===== config.mk =====
export PLATFORM = sky130hd
export DESIGN_NAME = fastq_read_quality_filter
export DESIGN_NICKNAME = d
export VERILOG_FILES = /design/src/sv/frqf_pkg.sv /design/src/sv/frqf_lane.sv /design/src/sv/frqf_merge.sv /design/src/sv/fastq_read_quality_filter.sv
export SDC_FILE = /design/constraint.sdc
export NUM_CORES = 2
export LEC_CHECK = 0
export BUFFER_PORTS_ARGS = -buffer_cell sky130_fd_sc_hd__buf_4
export CAP_MARGIN = 40
export CORE_UTILIZATION = 47
export CTS_CLUSTER_SIZE = 30
export DETAILED_ROUTE_END_ITERATION = 7
export GPL_TIMING_DRIVEN = 0
export HOLD_SLACK_MARGIN = 0.15
export PLACE_DENSITY = 0.71
export SETUP_SLACK_MARGIN = 0.1
export SLEW_MARGIN = 10
export SYNTH_ARGS = -nofsm -noshare
export SYNTH_HDL_FRONTEND = slang
export SYNTH_SLANG_ARGS = --single-unit
export TNS_END_PERCENT = 20

===== constraint.sdc =====
create_clock -name clock -period 20.5 [get_ports clock]
set_input_delay 2.05 -clock clock [delete_from_list [all_inputs] [get_ports clock]]
set_output_delay 2.05 -clock clock [all_outputs]
set_load 0.01 [all_outputs]

===== src/sv/frqf_pkg.sv =====
`default_nettype none

package frqf_pkg;

   // width of every statistics field on the result channel
   localparam int OUT_W = 48;
   // quality offset register width
   localparam int QOFS_W = 7;

   // quality thresholds, applied to quality minus offset
   localparam int LOW_QUAL_LIMIT = 10;
   localparam int Q20_LIMIT      = 20;

   // base letters
   localparam logic [7:0] CHAR_G_UP = 8'h47;
   localparam logic [7:0] CHAR_C_UP = 8'h43;
   localparam logic [7:0] CHAR_G_LO = 8'h67;
   localparam logic [7:0] CHAR_C_LO = 8'h63;
   localparam logic [7:0] CHAR_N_UP = 8'h4E;
   localparam logic [7:0] CHAR_N_LO = 8'h6E;

   // running totals, in result order
   localparam int TOT_RAW_READS   = 0;
   localparam int TOT_RAW_BASES   = 1;
   localparam int TOT_RAW_GC      = 2;
   localparam int TOT_RAW_Q20     = 3;
   localparam int TOT_CLEAN_READS = 4;
   localparam int TOT_CLEAN_BASES = 5;
   localparam int TOT_CLEAN_GC    = 6;
   localparam int TOT_CLEAN_Q20   = 7;
   localparam int NUM_TOTALS      = 8;

   typedef enum logic [1:0] {
      REASON_KEEP     = 2'd0,
      REASON_LOW_QUAL = 2'd1,
      REASON_MANY_N   = 2'd2,
      REASON_ADAPTER  = 2'd3
   } reject_reason_type;

   typedef enum logic {
      CSR_QUALITY_OFFSET = 1'b0,
      CSR_PAIRED_MODE    = 1'b1
   } csr_index_type;

   // read close control, top level to merge stage
   typedef struct packed {
      logic close;
      logic paired;
      logic adapter;
   } rd_ctl_type;

endpackage

`default_nettype wire


===== src/sv/frqf_lane.sv =====
`default_nettype none

// One mate: classifies each base and keeps the per-read counts.
module frqf_lane #(
   parameter int LEN_W = 11
) (
   input  logic                          clock,
   input  logic                          reset,
   input  logic [7:0]                    base,
   input  logic [7:0]                    qual,
   input  logic [frqf_pkg::QOFS_W-1:0]   quality_offset,
   input  logic                          count_en,
   input  logic                          accept,
   input  logic                          close,
   output logic [LEN_W-1:0]              gc_next,
   output logic [LEN_W-1:0]              n_next,
   output logic [LEN_W-1:0]              low_next,
   output logic [LEN_W-1:0]              q20_next
);
   import frqf_pkg::*;

   logic [8:0]       low_lim;
   logic [8:0]       q20_lim;
   logic             is_gc;
   logic             is_n;
   logic             is_low;
   logic             is_q20;
   logic [LEN_W-1:0] gc_ff;
   logic [LEN_W-1:0] n_ff;
   logic [LEN_W-1:0] low_ff;
   logic [LEN_W-1:0] q20_ff;

   // quality compares against offset-shifted limits; a quality below the
   // offset falls under the low limit
   assign low_lim = {2'b00, quality_offset} + 9'(LOW_QUAL_LIMIT);
   assign q20_lim = {2'b00, quality_offset} + 9'(Q20_LIMIT);
   assign is_low  = ({1'b0, qual} <= low_lim);
   assign is_q20  = ({1'b0, qual} >= q20_lim);

   // base letter classes
   assign is_gc = (base == CHAR_G_UP) || (base == CHAR_C_UP) ||
                  (base == CHAR_G_LO) || (base == CHAR_C_LO);
   assign is_n  = (base == CHAR_N_UP) || (base == CHAR_N_LO);

   // counts including this base
   assign gc_next  = gc_ff  + LEN_W'(count_en & is_gc);
   assign n_next   = n_ff   + LEN_W'(count_en & is_n);
   assign low_next = low_ff + LEN_W'(count_en & is_low);
   assign q20_next = q20_ff + LEN_W'(count_en & is_q20);

   // per-read counters, cleared when the read closes
   always_ff @(posedge clock) begin
      if (reset) begin
         gc_ff  <= '0;
         n_ff   <= '0;
         low_ff <= '0;
         q20_ff <= '0;
      end else if (accept) begin
         if (close) begin
            gc_ff  <= '0;
            n_ff   <= '0;
            low_ff <= '0;
            q20_ff <= '0;
         end else begin
            gc_ff  <= gc_next;
            n_ff   <= n_next;
            low_ff <= low_next;
            q20_ff <= q20_next;
         end
      end
   end

endmodule

`default_nettype wire


===== src/sv/frqf_merge.sv =====
`default_nettype none

// Merges both lanes' counts at read close: snapshot, decision, totals.
module frqf_merge #(
   parameter int LEN_W = 11,
   parameter int TW    = 48
) (
   input  logic                                          clock,
   input  logic                                          reset,
   input  frqf_pkg::rd_ctl_type                          ctl,
   output logic                                          in_ready,
   input  logic [LEN_W-1:0]                              len,
   input  logic [LEN_W-1:0]                              gc1,
   input  logic [LEN_W-1:0]                              gc2,
   input  logic [LEN_W-1:0]                              n1,
   input  logic [LEN_W-1:0]                              n2,
   input  logic [LEN_W-1:0]                              low1,
   input  logic [LEN_W-1:0]                              low2,
   input  logic [LEN_W-1:0]                              q201,
   input  logic [LEN_W-1:0]                              q202,
   output logic                                          rsp_valid,
   input  logic                                          rsp_ready,
   output logic                                          keep,
   output frqf_pkg::reject_reason_type                   reason,
   output logic [frqf_pkg::NUM_TOTALS-1:0][frqf_pkg::OUT_W-1:0] tot_out
);
   import frqf_pkg::*;

   localparam int CW = LEN_W + 5;
   localparam int AW = LEN_W + 1;

   // snapshot stage
   logic             s1_valid_ff;
   logic             s1_paired_ff;
   logic             s1_adapter_ff;
   logic [LEN_W-1:0] s1_len_ff;
   logic [LEN_W-1:0] s1_gc1_ff;
   logic [LEN_W-1:0] s1_gc2_ff;
   logic [LEN_W-1:0] s1_n1_ff;
   logic [LEN_W-1:0] s1_n2_ff;
   logic [LEN_W-1:0] s1_low1_ff;
   logic [LEN_W-1:0] s1_low2_ff;
   logic [LEN_W-1:0] s1_q201_ff;
   logic [LEN_W-1:0] s1_q202_ff;

   // decision stage
   logic              s2_valid_ff;
   reject_reason_type s2_reason_ff;
   logic [AW-1:0]     s2_reads_ff;
   logic [AW-1:0]     s2_bases_ff;
   logic [AW-1:0]     s2_gc_ff;
   logic [AW-1:0]     s2_q20_ff;

   // result register and totals
   logic                    rsp_valid_ff;
   logic                    keep_ff;
   reject_reason_type       reason_ff;
   logic [TW-1:0]           tot_ff [NUM_TOTALS];
   logic [TW-1:0]           tot_in [NUM_TOTALS];
   logic [AW-1:0]           add_vec [NUM_TOTALS];
   logic [TW:0]             sum_vec [NUM_TOTALS];
   logic [TW+OUT_W-1:0]     tot_ext [NUM_TOTALS];

   logic              out_free;
   logic              s2_free;
   logic              s1_free;
   logic [CW-1:0]     len_x3;
   logic [CW-1:0]     len_w;
   logic              low_pair;
   logic              low_single;
   logic              n_pair;
   logic              n_single;
   logic              low_hit;
   logic              n_hit;
   reject_reason_type reason_in;

   // stall chain, output side back to input side
   assign out_free = !rsp_valid_ff || rsp_ready;
   assign s2_free  = !s2_valid_ff || out_free;
   assign s1_free  = !s1_valid_ff || s2_free;
   assign in_ready = s1_free;

   // snapshot of a closed read
   always_ff @(posedge clock) begin
      if (reset) begin
         s1_valid_ff <= 1'b0;
      end else if (s1_free) begin
         s1_valid_ff <= ctl.close;
      end
   end

   always_ff @(posedge clock) begin
      if (s1_free && ctl.close) begin
         s1_paired_ff  <= ctl.paired;
         s1_adapter_ff <= ctl.adapter;
         s1_len_ff     <= len;
         s1_gc1_ff     <= gc1;
         s1_gc2_ff     <= gc2;
         s1_n1_ff      <= n1;
         s1_n2_ff      <= n2;
         s1_low1_ff    <= low1;
         s1_low2_ff    <= low2;
         s1_q201_ff    <= q201;
         s1_q202_ff    <= q202;
      end
   end

   // filter rules; single mode low >= len/3 is the same as 3*low + 2 >= len
   assign len_w      = CW'(s1_len_ff);
   assign len_x3     = len_w * CW'(3);
   assign low_pair   = (CW'(s1_low1_ff) * CW'(10) >= len_x3) ||
                       (CW'(s1_low2_ff) * CW'(10) >= len_x3);
   assign low_single = (CW'(s1_low1_ff) * CW'(3) + CW'(2) >= len_w);
   assign n_single   = (CW'(s1_n1_ff) * CW'(20) > len_w);
   assign n_pair     = n_single || (CW'(s1_n2_ff) * CW'(20) > len_w);
   assign low_hit    = s1_paired_ff ? low_pair : low_single;
   assign n_hit      = s1_paired_ff ? n_pair : n_single;

   // priority: low quality, then N, then adapter
   always_comb begin
      if (low_hit) begin
         reason_in = REASON_LOW_QUAL;
      end else if (n_hit) begin
         reason_in = REASON_MANY_N;
      end else if (s1_adapter_ff) begin
         reason_in = REASON_ADAPTER;
      end else begin
         reason_in = REASON_KEEP;
      end
   end

   always_ff @(posedge clock) begin
      if (reset) begin
         s2_valid_ff <= 1'b0;
      end else if (s2_free) begin
         s2_valid_ff <= s1_valid_ff;
      end
   end

   // per-read increments; mate 2 only counts in paired mode
   always_ff @(posedge clock) begin
      if (s2_free && s1_valid_ff) begin
         s2_reason_ff <= reason_in;
         s2_reads_ff  <= s1_paired_ff ? AW'(2) : AW'(1);
         s2_bases_ff  <= s1_paired_ff ? {s1_len_ff, 1'b0} : {1'b0, s1_len_ff};
         s2_gc_ff     <= {1'b0, s1_gc1_ff} +
                         (s1_paired_ff ? {1'b0, s1_gc2_ff} : AW'(0));
         s2_q20_ff    <= {1'b0, s1_q201_ff} +
                         (s1_paired_ff ? {1'b0, s1_q202_ff} : AW'(0));
      end
   end

   // saturating accumulate; clean totals only for kept reads
   always_comb begin
      add_vec[TOT_RAW_READS]   = s2_reads_ff;
      add_vec[TOT_RAW_BASES]   = s2_bases_ff;
      add_vec[TOT_RAW_GC]      = s2_gc_ff;
      add_vec[TOT_RAW_Q20]     = s2_q20_ff;
      add_vec[TOT_CLEAN_READS] = (s2_reason_ff == REASON_KEEP) ? s2_reads_ff : '0;
      add_vec[TOT_CLEAN_BASES] = (s2_reason_ff == REASON_KEEP) ? s2_bases_ff : '0;
      add_vec[TOT_CLEAN_GC]    = (s2_reason_ff == REASON_KEEP) ? s2_gc_ff : '0;
      add_vec[TOT_CLEAN_Q20]   = (s2_reason_ff == REASON_KEEP) ? s2_q20_ff : '0;
      for (int k = 0; k < NUM_TOTALS; k++) begin
         sum_vec[k] = {1'b0, tot_ff[k]} + (TW + 1)'(add_vec[k]);
         tot_in[k]  = sum_vec[k][TW] ? '1 : sum_vec[k][TW-1:0];
      end
   end

   always_ff @(posedge clock) begin
      if (reset) begin
         rsp_valid_ff <= 1'b0;
         for (int k = 0; k < NUM_TOTALS; k++) begin
            tot_ff[k] <= '0;
         end
      end else if (out_free) begin
         rsp_valid_ff <= s2_valid_ff;
         if (s2_valid_ff) begin
            for (int k = 0; k < NUM_TOTALS; k++) begin
               tot_ff[k] <= tot_in[k];
            end
         end
      end
   end

   always_ff @(posedge clock) begin
      if (out_free && s2_valid_ff) begin
         keep_ff   <= (s2_reason_ff == REASON_KEEP);
         reason_ff <= s2_reason_ff;
      end
   end

   // outputs; totals shown as their low result-width bits
   assign rsp_valid = rsp_valid_ff;
   assign keep      = keep_ff;
   assign reason    = reason_ff;

   always_comb begin
      for (int k = 0; k < NUM_TOTALS; k++) begin
         tot_ext[k] = {OUT_W'(0), tot_ff[k]};
         tot_out[k] = tot_ext[k][OUT_W-1:0];
      end
   end

   // keep flag agrees with the reason code
   a_keep_reason : assert property (@(posedge clock) disable iff (reset)
      rsp_valid_ff |-> (keep_ff == (reason_ff == REASON_KEEP)))
      else $error("keep flag disagrees with reject reason");

   // clean reads never exceed raw reads
   a_clean_le_raw : assert property (@(posedge clock) disable iff (reset)
      tot_ff[TOT_CLEAN_READS] <= tot_ff[TOT_RAW_READS])
      else $error("clean read total above raw read total");

   // raw base total never goes down outside reset
   a_bases_mono : assert property (@(posedge clock) disable iff (reset)
      !$past(reset) |-> tot_ff[TOT_RAW_BASES] >= $past(tot_ff[TOT_RAW_BASES]))
      else $error("raw base total decreased");

   // a decided read waits while the result register is blocked
   a_s2_hold : assert property (@(posedge clock) disable iff (reset)
      (s2_valid_ff && !out_free) |=> (s2_valid_ff && $stable(s2_reason_ff)))
      else $error("decision stage lost a read under stall");

endmodule

`default_nettype wire


===== src/sv/fastq_read_quality_filter.sv =====
// A read's result passes the snapshot, decision and result registers in turn
// after its last base transfer. Throughput: one base position per cycle
// while req_ready is high; both mates are counted in two lanes side by side,
// and a read of any length closes without a gap.
// The saturating totals update once per read in a single accumulate stage.
// Reset (synchronous, active high) clears per-read counts, totals and valids,
// and sets quality offset to 33 and paired mode on.
`default_nettype none

module fastq_read_quality_filter #(
   parameter int MAX_READ_LEN = 1024,
   parameter int TOTAL_WIDTH  = 48
) (
   input  logic                              clock,
   input  logic                              reset,
   // configuration
   input  logic                              csr_we,
   input  logic [0:0]                        csr_index,
   input  logic [frqf_pkg::QOFS_W-1:0]       csr_wdata,
   // base stream
   input  logic                              req_valid,
   output logic                              req_ready,
   input  logic [7:0]                        req_base_mate1,
   input  logic [7:0]                        req_qual_mate1,
   input  logic [7:0]                        req_base_mate2,
   input  logic [7:0]                        req_qual_mate2,
   input  logic                              req_last_of_read,
   input  logic                              req_adapter_listed,
   // per-read results
   output logic                              rsp_valid,
   input  logic                              rsp_ready,
   output logic                              rsp_keep_read,
   output logic [1:0]                        rsp_reject_reason,
   output logic [frqf_pkg::OUT_W-1:0]        rsp_raw_read_total,
   output logic [frqf_pkg::OUT_W-1:0]        rsp_raw_base_total,
   output logic [frqf_pkg::OUT_W-1:0]        rsp_raw_gc_total,
   output logic [frqf_pkg::OUT_W-1:0]        rsp_raw_q20_total,
   output logic [frqf_pkg::OUT_W-1:0]        rsp_clean_read_total,
   output logic [frqf_pkg::OUT_W-1:0]        rsp_clean_base_total,
   output logic [frqf_pkg::OUT_W-1:0]        rsp_clean_gc_total,
   output logic [frqf_pkg::OUT_W-1:0]        rsp_clean_q20_total
);
   import frqf_pkg::*;

   localparam int LEN_W = $clog2(MAX_READ_LEN + 1);

   logic [QOFS_W-1:0] quality_offset_ff;
   logic              paired_mode_ff;
   logic [LEN_W-1:0]  len_ff;
   logic [LEN_W-1:0]  len_in;
   logic              accept;
   logic              count_en;
   rd_ctl_type        ctl;
   logic              merge_ready;
   reject_reason_type reason;

   logic [LEN_W-1:0] gc1, gc2, n1, n2, low1, low2, q201, q202;
   logic [NUM_TOTALS-1:0][OUT_W-1:0] tot_out;

   // register writes
   always_ff @(posedge clock) begin
      if (reset) begin
         quality_offset_ff <= QOFS_W'(33);
         paired_mode_ff    <= 1'b1;
      end else if (csr_we) begin
         unique case (csr_index_type'(csr_index))
            CSR_QUALITY_OFFSET: quality_offset_ff <= csr_wdata;
            CSR_PAIRED_MODE:    paired_mode_ff    <= csr_wdata[0];
            default: ;
         endcase
      end
   end

   assign req_ready = merge_ready;
   assign accept    = req_valid && req_ready;

   // read length; positions past the limit are not counted
   assign count_en = (len_ff < LEN_W'(MAX_READ_LEN));
   assign len_in   = len_ff + LEN_W'(count_en);

   always_ff @(posedge clock) begin
      if (reset) begin
         len_ff <= '0;
      end else if (accept) begin
         len_ff <= req_last_of_read ? '0 : len_in;
      end
   end

   assign ctl.close   = accept && req_last_of_read;
   assign ctl.paired  = paired_mode_ff;
   assign ctl.adapter = req_adapter_listed;

   frqf_lane #(.LEN_W(LEN_W)) u_lane1 (
      .clock          (clock),
      .reset          (reset),
      .base           (req_base_mate1),
      .qual           (req_qual_mate1),
      .quality_offset (quality_offset_ff),
      .count_en       (count_en),
      .accept         (accept),
      .close          (req_last_of_read),
      .gc_next        (gc1),
      .n_next         (n1),
      .low_next       (low1),
      .q20_next       (q201)
   );

   frqf_lane #(.LEN_W(LEN_W)) u_lane2 (
      .clock          (clock),
      .reset          (reset),
      .base           (req_base_mate2),
      .qual           (req_qual_mate2),
      .quality_offset (quality_offset_ff),
      .count_en       (count_en),
      .accept         (accept),
      .close          (req_last_of_read),
      .gc_next        (gc2),
      .n_next         (n2),
      .low_next       (low2),
      .q20_next       (q202)
   );

   frqf_merge #(.LEN_W(LEN_W), .TW(TOTAL_WIDTH)) u_merge (
      .clock     (clock),
      .reset     (reset),
      .ctl       (ctl),
      .in_ready  (merge_ready),
      .len       (len_in),
      .gc1       (gc1),
      .gc2       (gc2),
      .n1        (n1),
      .n2        (n2),
      .low1      (low1),
      .low2      (low2),
      .q201      (q201),
      .q202      (q202),
      .rsp_valid (rsp_valid),
      .rsp_ready (rsp_ready),
      .keep      (rsp_keep_read),
      .reason    (reason),
      .tot_out   (tot_out)
   );

   assign rsp_reject_reason    = reason;
   assign rsp_raw_read_total   = tot_out[TOT_RAW_READS];
   assign rsp_raw_base_total   = tot_out[TOT_RAW_BASES];
   assign rsp_raw_gc_total     = tot_out[TOT_RAW_GC];
   assign rsp_raw_q20_total    = tot_out[TOT_RAW_Q20];
   assign rsp_clean_read_total = tot_out[TOT_CLEAN_READS];
   assign rsp_clean_base_total = tot_out[TOT_CLEAN_BASES];
   assign rsp_clean_gc_total   = tot_out[TOT_CLEAN_GC];
   assign rsp_clean_q20_total  = tot_out[TOT_CLEAN_Q20];

endmodule

`default_nettype wire


== Word-level counts from Yosys, hierarchy flattened ==
Memories as Yosys holds them, arrays and structs flattened.
Index checks and enable logic that the tools add are counted.
Cells by class
  bitwise logic cells: 17
  $add $sub $neg: 22
  eq/ne operators: 12
  muxes and demuxes: 43
  reduce and logical (&&, ||, !) cells: 24
  order comparisons: 10
  $mul: 6
Operator list (number)
  48-bit 2-to-1 mux: 16
  48-bit by 12-bit adder with 49-bit output: 8
  11-bit 2-to-1 mux: 12
  8-bit by 7-bit equality test with 1-bit output (second input constant): 12
  11-bit adder: 8
  11-bit by 3-bit multiplier with 14-bit output (second input constant): 4
  12-bit 2-to-1 mux: 4
  15-bit by 16-bit >= comparator with 1-bit output: 2
  16-bit by 11-bit greater-than comparator with 1-bit output: 2
  11-bit by 2-bit multiplier with 13-bit output (second input constant): 2
  11-bit by 12-bit adder with 12-bit output: 2
  8-bit by 9-bit >= comparator with 1-bit output: 2
  8-bit by 9-bit less-or-equal comparator with 1-bit output: 2
  13-bit by 2-bit adder with 14-bit output (second input constant): 1
  14-bit by 11-bit >= comparator with 1-bit output: 1
  1-bit logical OR: 13
  11-bit by 1-bit adder with 11-bit output: 1
  11-bit < comparator (second input constant): 1
  7-bit by 4-bit adder with 8-bit output (second input constant): 1
  7-bit by 5-bit adder with 8-bit output (second input constant): 1
  1-bit AND: 8
  1-bit 2-to-1 mux: 8
  1-bit bitwise OR: 8
  2-bit 2-to-1 mux: 3
  5 further kinds: 12
Word-level totals
  bits in registers: 264
  memories: 1
  input port bits: 47
  bits in writable memories: 384
Memory list
  u_merge.tot_ff: depth 8, bits a word 48, read ports 8, clocked after Yosys merged registers in 0, wr ports 8, line frqf_merge.sv:58  | logic [TW-1:0] tot_ff [NUM_TOTALS];

== Depth between registers and ports, before layout ==
  depth in word-level cells: 7
  mapped depth: 20

== Modules after synthesis ==
From an unflattened synthesis, not the netlist that was laid out.
Second synthesis, totals
  cell total of the unflattened synthesis: 4156
  area, all modules: 41363.4 um2
Modules (own cells, without submodules)
  frqf_merge: cells each 3264, area an instance 34209.1 um2, sequential area each 15915.3 um2, instances 1
  frqf_lane (u_lane2): cells each 378, area an instance 3042.9 um2, sequential area each 880.8 um2, instances 1
  frqf_lane (u_lane1): cells each 383, area an instance 3040.4 um2, sequential area each 880.8 um2, instances 1
  fastq_read_quality_filter: cells each 131, area an instance 1071.0 um2, sequential area each 380.4 um2, instances 1

== Worst setup path after synthesis ==
No wires, ideal clock.
  kind: input to register
  start point: in reset
  end point: mem u_merge.tot_ff[0][0] (enable)
  data required time: 19.683 ns
  library setup time: 0.817 ns
  path buffers: 2
  setup slack: 7.934 ns
  arrival: 11.749 ns
  stages: 3
  cell sequence: clkbuf_1 > clkbuf_1 > nand2b_1
RTL lines
  start, declared: line fastq_read_quality_filter.sv:15  | input logic reset,
  end, declared: line frqf_merge.sv:58

==> run summary <==
Setup repair after global routing left no endpoint under its margin. The part of the Yosys area used for sequential elements is 46.0%. The leakage power came out at 0.0184 uW.

The total global routing overflow is 0. The total core area is between 80000 and 90000 um^2. The clock sink count came out at about 640.

The library cell used as clock root buffer is clkbuf_16. The minimum period implied by the final worst setup slack came out at 5.39 ns. In the synthesized netlist, the number of instances is a little under 4000. In the routed design, unresolved DRC markers number 0.

The number of max-slew violations in the final report came out at 0. The number of primary I/O pins came out at roughly 440. The layout-stage area growth over the synthesis result is 18.7%.

The quantity of I/O buffers inserted on ports is ~430. Gates resized during post-CTS repair numbered 0. The most frequent cell on the critical path is clkbuf_1.

The count of antenna-violating nets left after detailed routing is 0. The total half-perimeter wirelength after legalization and detailed placement is 84500 um. The detail-routed via count per cell came out at 5.86. The power density of the placed cells came out at just over 70 nW/um^2.

The fill cell total of the finished layout came out at 7107. Counting the buffers created by CTS gives 74. At the worst endpoint, the required time is 20.96 ns. The startpoint type of the worst setup path is a flop. The number of buffers added for setup after CTS came out at 0. The upper clock frequency limit is approximately 190 MHz. After clock tree synthesis, the clock-pin slew on the worst setup and hold paths is approximately 0.06 ns. The number of setup violations in the final report came out at 0. The final number of hold-violating endpoints is 0. After synthesis, the most frequently instantiated cells are 528 x edfxtp_1, 472 x a21oi_1, 312 x nor2_1.

For this run, the leading register cell type out of synthesis is edfxtp_1. Data arrives at the worst endpoint at roughly 6 ns. The count of maximum capacitance violations came out at 0.

Across every metal layer, demand over resource in global routing totals approximately a quarter. The number of detailed-routing iterations run before antenna repair is 6. The wire length of the first global-routing pass came out at between 150000 and 200000 um. Among all cell types in the netlist, the one instantiated most often is edfxtp_1. By area the synthesized netlist is led by edfxtp_1 40%, ha_1 9.6%, a21oi_1 6.0%. The period utilization is 26.3%. Routability-driven placement finished with a final weighted congestion of about 0.95.

The flip-flop and latch count after synthesis is 638. The min-delay analysis places its worst path in the category flop to flop. The cts-stage hold buffer count came out at 0.

The post-detailed-routing wire length is approximately 110000 um. By startpoint and endpoint, the worst setup path is classified as flop to flop. The count of unique library cells instantiated by Yosys is between 80 and 90. The run finished with clean final reports. The total vias in the final route is around 33000. The power after layout came out at between 3000 and 4000 uW. In the final routed layout, each cell accounts on average for around 20 um.

The cell area that synthesis handed to floorplanning was just under 40000 um^2. The maximum cell stage delay along the critical path came out at 0.58 ns. 0 antenna diodes ended up in the layout. The measured slew at the worst slew-check pin is approximately 0.9 ns.

The setup TNS after final layout is 0 ns. The die extent in y came out at 291 um. edfxtp_1 takes more of the synthesized area than any other cell. TritonCTS built the clock tree. In this run, synthesis inferred between 500 and 600 flip-flops with an integrated enable. Synthesis produced a netlist with a net count of approximately 4300. The number of warnings printed during yosys synthesis came out at 0.

The top cell type by area accounts for about 40% of the synthesized area. Entering global routing, the biggest net connects between 60 and 70 pins. Traced cell by cell, the critical path runs through nor2_1 > clkbuf_1 > clkbuf_1 > buf_8 > and2_1 > ha_1 > inv_1 > fa_1 > and4b_1 > nand4_1 > nor2_1 > and4_1 > buf_2 > nand2_1 > clkbuf_1 > buf_1 > a21oi_1.

Clock latency on the worst-skew pair, taken at its later pin, is a little over 0.6 ns. Counting along the longest clock path gives a buffer depth of 3. The first routing iteration left between 2000 and 2500 violations. The count of nets after finishing is around 4800. The critical-path cell with the highest stage delay is nor2_1. The maximum ir drop on the vdd rail is 0.0536 mV.

The number of placement rows is around 110. The number of antenna violations at the first check in global routing is 1. Counting flops with an async set or reset pin after synthesis yields a share of 0%.

The full die area came out at about 85000 um^2. The top fanout value on the critical path is 10. The endpoint type of the worst setup path is a flop. The effective utilization at floorplan is between 40% and 50%.

The worst slew margin relative to its limit is roughly 38%. The number of global-route vias before repair came out at slightly above 30000. The setup skew after layout came out at 0.0306 ns. Cells with a size suffix above 1 make up 13.5% of the layout. The count of H-tree levels built during CTS is 3. Dividing the synthesized area by the synthesized cell count gives 10.1 um^2. The die is between 200 and 300 um wide.
==> worst paths after layout <==
| check | end | start | slack [ns] | cells after the start |
|---|---|---|---|---|
| worst min register to register | u_merge.s1_paired_ff | paired_mode_ff | 0.45 | 0 |
| worst max-delay path | u_merge.tot_ff[0][213] | u_merge.s2_reason_ff[1] | 15.11 | 17 |
| worst min-delay path | u_merge.s1_paired_ff | paired_mode_ff | 0.45 | 0 |
| worst max register to register | u_merge.tot_ff[0][213] | u_merge.s2_reason_ff[1] | 15.11 | 17 |
==> registers in the layout (all words and copies together), names as in the netlist, 12 cells and up <==
| signal | count |
|---|---|
| u_merge.s2_gc_ff | 12 |
| u_merge.tot_ff | 384 |
| u_merge.s2_q20_ff | 12 |
| u_merge.s2_bases_ff | 12 |
==> kinds of logic (layout without fill, tap and decap cells) <==
family / count (synthesis) / count (layout) / synth area share [%]
fa+ha+maj: 320 / 320 / 10.5
compound gates: 932 / 932 / 14.3
mux: 10 / 10 / 0.261
flops: 638 / 638 / 46.0
buf+inv: 290 / 873 / 2.86
xor+xnor: 413 / 413 / 9.21
simple gates: 1299 / 1299 / 16.9
==> critical path: cells and delay by family (launching register included) <==
kind | cells | cell delay [ns]
adder cells (fa/ha/maj) | 2 | 0.59
flip-flops | 1 | 0.41
buffers and inverters | 7 | 1.82
AND/OR/NAND/NOR | 7 | 2.15
AO/OA/AOI/OAI | 1 | 0.23
==> stage by stage <==
step,hold slack (ns),utilization [%],worst slack (ns),instance area [um^2],instances
3_3_place_gp,0.440,53.3,2.36,43900,5404
5_1_grt,0.479,56.6,14.80,46700,5555
6_report,0.454,56.6,15.11,46700,5555
4_1_cts,0.452,56.6,15.18,46700,5555
2_1_floorplan,0.402,-,7.93,39300,3902
3_5_place_dp,0.435,53.7,14.85,44200,5424
==> layer usage <==
layer,up-vias,GRT usage (%),part of all wire [%]
met3,221,4.41,7.5
li1,15500,-,-
met2,1149,43.1,48
met1,15700,33.0,42
met4,0,9.09,3.5
met5,-,0,0
==> power breakdown <==
group          internal [uW]  switching [uW]
Sequential              1460            61.9
Combinational            193             251
Clock                    775             551
Total                   2430             864
==> cell usage in the layout (no fill, tap or decap), types with 50 or more instances in the layout <==
master     instances
dfxtp_1          110
nand4_1           58
clkbuf_1         155
a21oi_1          472
o21ai_0          118
and3_1           121
nand2_1          232
nor3_1            89
inv_1            132
and2_1            83
xnor2_1          217
ha_1             302
nand3_1          181
clkbuf_16         77
xor2_1           196
a21o_1            59
a31oi_1           50
edfxtp_1         528
buf_4            432
nor2_1           312
==> final cells by class <==
type	count	area [um^2]	area share (%)
Sequential cell	638	18100	38.7
Inverter	133	502	1.08
Clock buffer	99	2070	4.44
Timing Repair Buffer	452	3590	7.70
Buffer	157	626	1.34
Multi-Input combinational cell	2974	20100	43.1
Clock inverter	32	337	0.721
Tap cell	1070	1340	2.87
(Power assumes the default switching activity.)
